===== src/sv/rgbhsl_pkg.sv =====
// Shared types and constants for the RGB to HSL converter.
`default_nettype none

package rgbhsl_pkg;

	localparam int CHAN_W = 8;
	localparam int SUM_W = CHAN_W + 1;
	localparam int HUE_W = 15;
	localparam int Q15_W = 16;
	localparam int M_W = 11;

	localparam int NUM_W = 25;
	localparam int DEN_W = 10;
	localparam int QUO_W = 16;

	localparam int OUT_STAGE = QUO_W + 1;

	localparam int LZ_W = 16;
	localparam int LP_W = 32;
	localparam int LIGHT_SHIFT = 24;

	localparam logic [QUO_W-1:0] HUE_TURN = QUO_W'(23040);
	localparam logic [SUM_W-1:0] HALF_SUM = SUM_W'(255);
	localparam logic [SUM_W-1:0] FULL_SUM = SUM_W'(510);
	localparam logic [LZ_W-1:0]  LIGHT_RND = LZ_W'(255);
	localparam logic [LZ_W-1:0]  LIGHT_RECIP = LZ_W'(32897);

	typedef enum logic [1:0] {
		SEC_RED,
		SEC_RED_WRAP,
		SEC_GREEN,
		SEC_BLUE
	} sec_t;

	typedef struct packed {
		logic [CHAN_W-1:0] d;
		logic [SUM_W-1:0]  sum;
		logic [CHAN_W-1:0] f;
		sec_t              sec;
		logic              neg;
	} item_t;

	typedef struct packed {
		logic  vld;
		item_t item;
	} head_t;

endpackage

`default_nettype wire


===== src/sv/rgbhsl_front.sv =====
// Front end: accepts pixels, finds max and min and classifies the hue sector.
`default_nettype none

module rgbhsl_front (
	input  wire                       clk,
	input  wire                       arst_n,
	input  wire                       in_valid,
	output logic                      in_stall,
	input  wire  [7:0]                red,
	input  wire  [7:0]                green,
	input  wire  [7:0]                blue,
	input  wire                       q_full,
	output logic                      push,
	output rgbhsl_pkg::item_t         push_item
);
	import rgbhsl_pkg::*;

	logic              vld_s1;
	item_t             item_s1;
	item_t             cls;
	logic [CHAN_W-1:0] mx;
	logic [CHAN_W-1:0] mn;
	logic              take;

	always_comb begin
		mx = red;
		mn = red;
		if (green > mx) mx = green;
		if (blue > mx) mx = blue;
		if (green < mn) mn = green;
		if (blue < mn) mn = blue;
		cls.d = mx - mn;
		cls.sum = SUM_W'(mx) + SUM_W'(mn);
		if (mx == red) begin
			if (green >= blue) begin
				cls.sec = SEC_RED;
				cls.neg = 1'b0;
				cls.f = green - blue;
			end else begin
				cls.sec = SEC_RED_WRAP;
				cls.neg = 1'b1;
				cls.f = blue - green;
			end
		end else if (mx == green) begin
			cls.sec = SEC_GREEN;
			cls.neg = (blue < red);
			cls.f = (blue >= red) ? blue - red : red - blue;
		end else begin
			cls.sec = SEC_BLUE;
			cls.neg = (red < green);
			cls.f = (red >= green) ? red - green : green - red;
		end
	end

	assign in_stall = vld_s1 & q_full;
	assign push = vld_s1 & ~q_full;
	assign push_item = item_s1;
	assign take = in_valid & ~in_stall;

	always_ff @(posedge clk or negedge arst_n) begin
		if (!arst_n) begin
			vld_s1 <= 1'b0;
		end else if (take) begin
			vld_s1 <= 1'b1;
		end else if (push) begin
			vld_s1 <= 1'b0;
		end
	end

	always_ff @(posedge clk) begin
		if (take) begin
			item_s1 <= cls;
		end
	end

endmodule

`default_nettype wire


===== src/sv/rgbhsl_queue.sv =====
// Two-entry queue between the front end and the back end.
`default_nettype none

module rgbhsl_queue (
	input  wire                       clk,
	input  wire                       arst_n,
	input  wire                       push,
	input  rgbhsl_pkg::item_t         push_item,
	output logic                      full,
	input  wire                       pop,
	output rgbhsl_pkg::head_t         head
);
	import rgbhsl_pkg::*;

	item_t      ent_q [2];
	logic       wr_ptr_q;
	logic       rd_ptr_q;
	logic [1:0] cnt_q;

	assign full = (cnt_q == 2'd2);
	assign head.vld = (cnt_q != 2'd0);
	assign head.item = ent_q[rd_ptr_q];

	always_ff @(posedge clk or negedge arst_n) begin
		if (!arst_n) begin
			wr_ptr_q <= 1'b0;
			rd_ptr_q <= 1'b0;
			cnt_q <= 2'd0;
		end else begin
			if (push) wr_ptr_q <= ~wr_ptr_q;
			if (pop) rd_ptr_q <= ~rd_ptr_q;
			if (push && !pop) begin
				cnt_q <= cnt_q + 2'd1;
			end else if (pop && !push) begin
				cnt_q <= cnt_q - 2'd1;
			end
		end
	end

	always_ff @(posedge clk) begin
		if (push) begin
			ent_q[wr_ptr_q] <= push_item;
		end
	end

endmodule

`default_nettype wire


===== src/sv/rgbhsl_div.sv =====
// Pipelined restoring divider, one quotient bit per stage.
`default_nettype none

module rgbhsl_div (
	input  wire                              clk,
	input  wire                              en,
	input  wire  [rgbhsl_pkg::NUM_W-1:0]     num,
	input  wire  [rgbhsl_pkg::DEN_W-1:0]     den,
	output logic [rgbhsl_pkg::QUO_W-1:0]     quo
);
	import rgbhsl_pkg::*;

	logic [NUM_W-1:0] rem_q [QUO_W-1];
	logic [DEN_W-1:0] den_q [QUO_W-1];
	logic [QUO_W-1:0] quo_q [QUO_W];

	for (genvar k = 0; k < QUO_W; k++) begin : g_stage
		logic [NUM_W-1:0] rem_in;
		logic [DEN_W-1:0] den_in;
		logic [QUO_W-1:0] quo_in;
		logic [NUM_W:0]   dsh;
		logic             ge;

		if (k == 0) begin : g_first
			assign rem_in = num;
			assign den_in = den;
			assign quo_in = '0;
		end else begin : g_next
			assign rem_in = rem_q[k-1];
			assign den_in = den_q[k-1];
			assign quo_in = quo_q[k-1];
		end

		assign dsh = (NUM_W+1)'(den_in) << (QUO_W - 1 - k);
		assign ge = ({1'b0, rem_in} >= dsh);

		always_ff @(posedge clk) begin
			if (en) begin
				quo_q[k] <= quo_in | (ge ? (QUO_W'(1) << (QUO_W - 1 - k)) : '0);
			end
		end

		if (k < QUO_W - 1) begin : g_carry
			always_ff @(posedge clk) begin
				if (en) begin
					rem_q[k] <= ge ? rem_in - dsh[NUM_W-1:0] : rem_in;
					den_q[k] <= den_in;
				end
			end
		end
	end

	assign quo = quo_q[QUO_W-1];

endmodule

`default_nettype wire


===== src/sv/rgbhsl_back.sv =====
// Back end: builds the divider operands, runs the dividers, computes lightness and holds the result.
`default_nettype none

module rgbhsl_back (
	input  wire                               clk,
	input  wire                               arst_n,
	input  rgbhsl_pkg::head_t                 head,
	output logic                              pop,
	output logic                              out_valid,
	input  wire                               out_stall,
	output logic [rgbhsl_pkg::HUE_W-1:0]      hue,
	output logic [rgbhsl_pkg::Q15_W-1:0]      lightness,
	output logic [rgbhsl_pkg::Q15_W-1:0]      saturation
);
	import rgbhsl_pkg::*;

	logic [OUT_STAGE:0] vld_q;
	logic [QUO_W:0]     grey_q;
	logic [QUO_W:0][SUM_W-1:0] sum_q;
	logic               adv;

	logic [M_W-1:0]   kd;
	logic [M_W-1:0]   m;
	logic [SUM_W-1:0] sden;

	logic [LZ_W-1:0]  lz;
	logic [LP_W-1:0]  lprod;
	logic [Q15_W-1:0] lval;

	logic [NUM_W-1:0] hnum_s0;
	logic [DEN_W-1:0] hden_s0;
	logic [NUM_W-1:0] snum_s0;
	logic [DEN_W-1:0] sden_s0;

	logic [QUO_W-1:0] hquo;
	logic [QUO_W-1:0] squo;

	logic [HUE_W-1:0] hue_q;
	logic [Q15_W-1:0] light_q;
	logic [Q15_W-1:0] sat_q;

	assign adv = ~vld_q[OUT_STAGE] | ~out_stall;
	assign pop = adv & head.vld;

	always_comb begin
		case (head.item.sec)
			SEC_RED:      kd = '0;
			SEC_RED_WRAP: kd = M_W'({head.item.d, 2'b0}) + M_W'({head.item.d, 1'b0});
			SEC_GREEN:    kd = M_W'({head.item.d, 1'b0});
			SEC_BLUE:     kd = M_W'({head.item.d, 2'b0});
			default:      kd = '0;
		endcase
		m = head.item.neg ? kd - M_W'(head.item.f) : kd + M_W'(head.item.f);
		sden = (head.item.sum <= HALF_SUM) ? head.item.sum : FULL_SUM - head.item.sum;
		// Lightness is 64*sum plus round(64*sum/255), the latter by reciprocal multiply.
		lz = LZ_W'({sum_q[QUO_W], 7'b0}) + LIGHT_RND;
		lprod = LP_W'(lz) * LP_W'(LIGHT_RECIP);
		lval = Q15_W'({sum_q[QUO_W], 6'b0}) + Q15_W'(lprod[LP_W-1:LIGHT_SHIFT]);
	end

	always_ff @(posedge clk or negedge arst_n) begin
		if (!arst_n) begin
			vld_q <= '0;
		end else if (adv) begin
			vld_q <= {vld_q[OUT_STAGE-1:0], head.vld};
		end
	end

	always_ff @(posedge clk) begin
		if (adv) begin
			grey_q <= {grey_q[QUO_W-1:0], (head.item.d == '0)};
			sum_q <= {sum_q[QUO_W-1:0], head.item.sum};
			hnum_s0 <= NUM_W'({m, 13'b0}) - NUM_W'({m, 9'b0}) + NUM_W'(head.item.d);
			hden_s0 <= DEN_W'({head.item.d, 1'b0});
			snum_s0 <= NUM_W'({head.item.d, 16'b0}) + NUM_W'(sden);
			sden_s0 <= DEN_W'({sden, 1'b0});
			if (grey_q[QUO_W]) begin
				hue_q <= '0;
				sat_q <= '0;
			end else begin
				hue_q <= (hquo >= HUE_TURN) ? HUE_W'(hquo - HUE_TURN) : HUE_W'(hquo);
				sat_q <= squo;
			end
			light_q <= lval;
		end
	end

	rgbhsl_div u_hue_div (
		.clk (clk),
		.en  (adv),
		.num (hnum_s0),
		.den (hden_s0),
		.quo (hquo)
	);

	rgbhsl_div u_sat_div (
		.clk (clk),
		.en  (adv),
		.num (snum_s0),
		.den (sden_s0),
		.quo (squo)
	);

	assign out_valid = vld_q[OUT_STAGE];
	assign hue = hue_q;
	assign lightness = light_q;
	assign saturation = sat_q;

endmodule

`default_nettype wire


===== src/sv/rgb_to_hsl_convert_top.sv =====
// Top level of the RGB to HSL converter.
// Throughput: one pixel per cycle while the output is not stalled.
// The 16-stage dividers in the back end make up most of the pipeline.
// At full rate the two-entry queue lets the front end take one more pixel after the output stalls.
// Reset clears all valid flags and queue pointers; data registers are not reset.
`default_nettype none

module rgb_to_hsl_convert_top (
	input  wire                               clk,
	input  wire                               arst_n,
	input  wire                               in_valid,
	output logic                              in_stall,
	input  wire  [7:0]                        red,
	input  wire  [7:0]                        green,
	input  wire  [7:0]                        blue,
	output logic                              out_valid,
	input  wire                               out_stall,
	output logic [rgbhsl_pkg::HUE_W-1:0]      hue,
	output logic [rgbhsl_pkg::Q15_W-1:0]      lightness,
	output logic [rgbhsl_pkg::Q15_W-1:0]      saturation
);
	import rgbhsl_pkg::*;

	logic  q_full;
	logic  push;
	item_t push_item;
	logic  pop;
	head_t head;

	rgbhsl_front u_front (
		.clk       (clk),
		.arst_n    (arst_n),
		.in_valid  (in_valid),
		.in_stall  (in_stall),
		.red       (red),
		.green     (green),
		.blue      (blue),
		.q_full    (q_full),
		.push      (push),
		.push_item (push_item)
	);

	rgbhsl_queue u_queue (
		.clk       (clk),
		.arst_n    (arst_n),
		.push      (push),
		.push_item (push_item),
		.full      (q_full),
		.pop       (pop),
		.head      (head)
	);

	rgbhsl_back u_back (
		.clk        (clk),
		.arst_n     (arst_n),
		.head       (head),
		.pop        (pop),
		.out_valid  (out_valid),
		.out_stall  (out_stall),
		.hue        (hue),
		.lightness  (lightness),
		.saturation (saturation)
	);

endmodule

`default_nettype wire


===== config.mk =====
export PLATFORM = sky130hd
export DESIGN_NAME = rgb_to_hsl_convert_top
export DESIGN_NICKNAME = d
export VERILOG_FILES = /design/src/sv/rgbhsl_pkg.sv /design/src/sv/rgbhsl_front.sv /design/src/sv/rgbhsl_queue.sv /design/src/sv/rgbhsl_div.sv /design/src/sv/rgbhsl_back.sv /design/src/sv/rgb_to_hsl_convert_top.sv
export SDC_FILE = /design/constraint.sdc
export NUM_CORES = 2
export LEC_CHECK = 0
export ABC_AREA = 1
export BUFFER_PORTS_ARGS = -buffer_cell sky130_fd_sc_hd__buf_2
export CAP_MARGIN = 20
export CORE_MARGIN = 4
export CORE_UTILIZATION = 55
export CTS_BUF_LIST = sky130_fd_sc_hd__clkbuf_16
export DETAILED_ROUTE_END_ITERATION = 8
export GPL_ROUTABILITY_DRIVEN = 0
export PLACE_DENSITY = 0.71
export SLEW_MARGIN = 10
export SYNTH_ARGS = -nofsm -noshare
export SYNTH_HDL_FRONTEND = slang
export SYNTH_SLANG_ARGS = --single-unit

===== constraint.sdc =====
create_clock -name clk -period 41.5 [get_ports clk]
set_input_delay 4.15 -clock clk [delete_from_list [all_inputs] [get_ports clk]]
set_output_delay 4.15 -clock clk [all_outputs]
set_load 0.1 [all_outputs]

Word-level counts from Yosys, hierarchy flattened
Memory sizes are Yosys's and may differ from the RTL's. A register that Yosys moved wholly into a read port is not among the register bits.
Index checks and enable logic that the tools add are counted.
{"block": "word_totals", "regBits": 319, "ramBits": 1618, "in_bits": 28, "out_inout_bits": 49, "word_cells": 274, "memories": 7}
{"memory": "u_back.u_hue_div.rem_q", "words": 15, "word_bits": 25, "rd": 15, "rd_clocked_by_memory_dff": 0, "write_ports": 15, "line_no": "rgbhsl_div.sv:13", "source": "logic [NUM_W-1:0] rem_q [QUO_W-1];"}
{"memory": "u_back.u_sat_div.rem_q", "words": 15, "word_bits": 25, "rd": 15, "rd_clocked_by_memory_dff": 0, "write_ports": 15, "line_no": "rgbhsl_div.sv:13"}
{"memory": "u_back.u_hue_div.quo_q", "words": 16, "word_bits": 16, "rd": 16, "rd_clocked_by_memory_dff": 0, "write_ports": 16, "line_no": "rgbhsl_div.sv:15", "source": "logic [QUO_W-1:0] quo_q [QUO_W];"}
{"memory": "u_back.u_sat_div.quo_q", "words": 16, "word_bits": 16, "rd": 16, "rd_clocked_by_memory_dff": 1, "write_ports": 16, "line_no": "rgbhsl_div.sv:15"}
{"memory": "u_back.u_hue_div.den_q", "words": 15, "word_bits": 10, "rd": 15, "rd_clocked_by_memory_dff": 0, "write_ports": 15, "line_no": "rgbhsl_div.sv:14", "source": "logic [DEN_W-1:0] den_q [QUO_W-1];"}
{"memory": "u_back.u_sat_div.den_q", "words": 15, "word_bits": 10, "rd": 15, "rd_clocked_by_memory_dff": 0, "write_ports": 15, "line_no": "rgbhsl_div.sv:14"}
{"memory": "+1 memories"}
{"block": "op_classes", "addsub": 50, "multipliers": 1, "order_cmp": 43, "eq_ne": 6, "mux": 83, "bitwise": 41, "reduce_logical": 9}
{"operator": "$mux W25", "n": 30}
{"operator": "$ge A25 B24 Y1", "n": 3}
{"operator": "$sub A25 B24 Y25", "n": 3}
{"operator": "$mux W11", "n": 6}
{"operator": "$mux W8", "n": 8}
{"operator": "$sub A8 B8 Y8", "n": 7}
{"operator": "$ge A25 B10 Y1", "n": 2}
{"operator": "$ge A25 B11 Y1", "n": 2}
{"operator": "$ge A25 B12 Y1", "n": 2}
{"operator": "$ge A25 B13 Y1", "n": 2}
{"operator": "$ge A25 B14 Y1", "n": 2}
{"operator": "$ge A25 B15 Y1", "n": 2}
{"operator": "$ge A25 B16 Y1", "n": 2}
{"operator": "$ge A25 B17 Y1", "n": 2}
{"operator": "$ge A25 B18 Y1", "n": 2}
{"operator": "$ge A25 B19 Y1", "n": 2}
{"operator": "$ge A25 B20 Y1", "n": 2}
{"operator": "$ge A25 B21 Y1", "n": 2}
{"operator": "$ge A25 B22 Y1", "n": 2}
{"operator": "$ge A25 B23 Y1", "n": 2}
{"operator": "$sub A25 B11 Y25", "n": 2}
{"operator": "$sub A25 B12 Y25", "n": 2}
{"operator": "$sub A25 B13 Y25", "n": 2}
{"operator": "$sub A25 B14 Y25", "n": 2}
{"operator": "71 further kinds", "n": 140}

Longest topological paths before layout
{"block": "logic_depth", "ltp_word": 7, "ltp_mapped": 35, "ltp_nobuf": 32}

Hierarchy
From an unflattened synthesis, not the netlist that was laid out.
{"block": "unflattened", "cells_unflattened": 9540, "hier_area_um2": 91084.9}
{"module": "rgbhsl_div at u_back.u_hue_div", "instances": 1, "cells_each": 3897, "area_per_inst_um2": 35811.8}
{"module": "rgbhsl_div at u_back.u_sat_div", "instances": 1, "cells_each": 3873, "area_per_inst_um2": 35699.2}
{"module": "rgbhsl_back", "instances": 1, "cells_each": 955, "area_per_inst_um2": 12200.5}
{"module": "rgbhsl_front", "instances": 1, "cells_each": 703, "area_per_inst_um2": 5098.6}
{"module": "rgbhsl_queue", "instances": 1, "cells_each": 112, "area_per_inst_um2": 2274.7}

Worst setup path after synthesis
OpenSTA, ideal clock, no wires.
{"block": "synth_timing", "path_kind": "input to register", "start": "input port out_stall", "end": "register u_back.vld_q[11]", "setup_ns": 1.522, "t_arrival_ns": 41.230, "required_ns": 39.978, "path_slack_ns": -1.252, "cell_stages": 3, "n_path_buf": 1, "path_cell_list": "nand2_1 -> clkbuf_1 -> a21oi_1"}
{"block": "synth_between", "elab_chain_len": 2}
{"element": "start, declared", "line_no": "rgb_to_hsl_convert_top.sv:17", "source": "input wire out_stall,"}
{"element": "$not A1 Y1", "line_no": "rgbhsl_back.sv:42", "source": "assign adv = ~vld_q[OUT_STAGE] | ~out_stall;"}
{"element": "$or A1 B1 Y1", "line_no": "rgbhsl_back.sv:42"}
{"element": "net u_back.adv", "line_no": "rgbhsl_back.sv:20", "source": "logic adv;"}
{"element": "end signal, assigned", "line_no": "rgbhsl_back.sv:65", "source": "vld_q <= {vld_q[OUT_STAGE-1:0], head.vld};"}
{"element": "end, declared", "line_no": "rgbhsl_back.sv:17", "source": "logic [OUT_STAGE:0] vld_q;"}
The timed path passes the listed nets, and every way through them passes these cells.
A chain may end at the register's enable or synchronous reset.

==> flow_metrics.tcl <==
set metrics [dict create \
    arrival_ns 9.32 \
    drtAntennaViolNets 0 \
    clock_skew_ns 0.0189 \
    grt_setup_unrepaired "false" \
    period_minus_slack_ns 8.80 \
    synthFlopType "edfxtp_1" \
    vias 45273 \
    relSlewSlack_pct 29.3 \
    syn_avg_cell_area_sq_um 11.0 \
    drv_slew 0 \
    syn-num-nets 7007 \
    syn_area_sq_um 71600 \
    ff2ff_setup_slack_ns 35.46 \
    finalHoldViolCount 0 \
    fp.dieH_um 369 \
    dpl_cell_area_sq_um 74000 \
    cts_buffers 148 \
    fin_setup_tns_ns 0 \
    post_drt_wl_per_cell_um 14.8 \
    htree_levels 4 \
    status "finished clean" \
    endpoint_kind "flop" \
    initial_core_util_pct 55.3 \
    critPathMaxStageDelay_ns 0.67 \
    drt_pass1_iterations 6 \
    fill_cells 10039 \
    area.growth.synth_to_final_pct 10.0 \
    cap_violations 0 \
    cts.sinks 1426 \
    cp.required_ns 42.02 \
    critPathMaxFanout 27 \
    grt_usage_pct 18.6 \
    max_freq_mhz 114 \
    portBuffers 76 \
    cts.clk_slew.worst_paths_ns 0.06 \
    cts_resized 0 \
    finalSetupViolations 0 \
    ys_seq_area_share_pct 59.7 \
    async_flop_share_pct 1.61 \
    post_cts_buffers 0 \
    min_path_type "reg -> reg" \
    grt_pass1_wl_um 210000 \
    post-dp-hpwl_um 93000 \
    synth_edf_count 1403 \
    tightest_slew_ns 1.06 \
    finalWirelength_um 126000 \
    cts_tree "yes" \
    critPathLaunchType "primary input" \
    grt_overflow 0 \
    drc 0 \
    final_nets 7186 \
    layout-drive-gt1-share_pct 6.38 \
    grt_pass1_vias 44849 \
    ctsRootBufferMaster "clkbuf_16" \
    core-area_sq_um 129000 \
    viasPerCell 5.30 \
    finalInstanceArea_sq_um 78700 \
    timing.final.crit_share_pct 21.2 \
    placementRows 132 \
    synth_seq_cells 1426 \
    drt_iter0_drc 3072 \
    grt_antenna_before_repair 3 \
    grt_max_degree 199 \
    hold_buffers 0 \
    yosysUniqueCellTypes 73 \
    dieArea_sq_um 136000 \
    clock_latency_ns 0.76 \
    critPathKind "in -> reg" \
    crit_slowest_cell "a211oi_1" \
    cts_buffer_depth 3 \
    io_pins 77 \
    synth_warnings 0 \
    postSynthCellCount 6508 \
    dieWidth_um 369 \
]
cells in the mapped netlist, drive strengths merged (12+ instances only):
master	count	share of area, %
fa	44	1.2
o21ai	420	2.9
o211ai	22	0.23
or2	59	0.52
ha	427	7.5
o21bai	14	0.15
o221ai	13	0.16
nand2	1077	5.8
nor3	114	0.82
xnor2	160	2.0
buf	33	0.28
nand4	105	0.95
a21o	19	0.20
a211oi	12	0.13
inv	910	4.8
nand3	256	1.9
dfrtp	23	0.80
a31oi	20	0.17
xor2	289	3.5
nand3b	15	0.16
clkbuf	42	0.22
nor4	60	0.52
nor2	530	2.8
edfxtp	1403	59
a21oi	363	2.5
path summary, 6_finish.rpt:
path,endpoint,startpoint,cells after the start
worst min-delay path,u_back.grey_q[6]$_DFFE_PP_,u_back.grey_q[5]$_DFFE_PP_,0
worst min register to register,u_back.grey_q[6]$_DFFE_PP_,u_back.grey_q[5]$_DFFE_PP_,0
worst max-delay path,u_front.push_item[19]$_DFFE_PP_,green[0],28
worst max register to register,u_back.hnum_s0[22]$_DFFE_PP_,u_queue.rd_ptr_q$_DFFE_PN0P_,29
min in group asynchronous,u_back.vld_q[16]$_DFFE_PN0P_,arst_n,1
max in group asynchronous,u_back.vld_q[7]$_DFFE_PN0P_,arst_n,1
layer usage:
layer  vias to the layer above  global-route usage [%]  share of wire (%)
met5                         -                       0                  0
met4                         0                    7.94                3.9
met3                       326                    2.97                4.2
met2                      1054                    34.2                 51
met1                     21091                    21.5                 40
li1                      22802                       -                  -
cells by family after synthesis:
logic type / count (synthesis) / share of synthesized area, %
flops: 1426 / 59.7
other cells: 1 / 0.00524
xor+xnor: 449 / 5.49
simple gates: 2232 / 13.6
mux: 7 / 0.0979
compound gates: 934 / 7.12
fa+ha+maj: 471 / 8.70
buf+inv: 988 / 5.29
cell type report:
type | count | area (sq um) | area share [%]
flip-flops and latches | 1426 | 42700 | 54.2
multi-input cells | 4094 | 25100 | 31.9
clock buffers | 150 | 3750 | 4.77
inverters | 913 | 3430 | 4.36
well taps | 1742 | 2180 | 2.77
clock inverters | 115 | 938 | 1.19
repair buffers | 104 | 621 | 0.788
diodes | 3 | 7.51 | 0.00954
worst max-delay path: cells and delay by family:
kind | cells | cell delay (ns)
AOI/OAI and AO/OA | 9 | 1.81
adders and majority gates | 5 | 1.63
buffers and inverters | 4 | 0.41
and+or+nand+nor | 10 | 1.32
sequential cells by signal (all words and copies together), names as in the netlist, 4 cells and up, named ones only:
signal	cells
u_back.grey_q	17
u_back.sum_q	153
u_back.u_hue_div.den_q	76
u_back.u_sat_div.rem_q	268
u_queue.ent_q	54
u_back.sden_s0	7
u_back.hden_s0	4
u_back.u_sat_div.den_q	91
u_back.saturation	16
u_back.hue	15
u_back.vld_q	18
u_front.push_item	27
u_back.lightness	16
u_back.u_hue_div.rem_q	360
u_back.u_sat_div.quo_q	136
u_back.u_hue_div.quo_q	136
u_back.hnum_s0	24
per-stage QoR:
step	hold WS [ns]	util, %	setup slack (ns)	std cells
floorplan	0.400	-	19.36	6508
global placement	0.400	57.2	32.26	8275
detailed placement	0.405	57.2	32.03	8275
CTS	0.407	60.8	32.85	8540
global route	0.418	60.9	32.44	8546
finish	0.410	60.9	32.70	8547
cells in the final DEF (no fill, tap or decap), drive strengths merged, types with 12 or more instances in the layout:
cell	Yosys	layout
nor2	530	530
o211ai	22	22
nand3	256	256
nor3	114	114
xor2	289	289
o21bai	14	14
o21ai	420	420
a31oi	20	20
clkbuf	42	150
o221ai	13	13
dfrtp	23	23
nand4	105	105
a21o	19	19
ha	427	427
edfxtp	1403	1403
fa	44	44
inv	910	947
nand3b	15	15
a21oi	363	363
buf	33	104
or2	59	59
xnor2	160	160
nor4	60	60
a211oi	12	12
nand2	1077	1077
clkinv	3	65
Power is left out: the tool's default activity adds up to more than one toggle a clock period on the data nets, which glitch-free logic cannot reach.
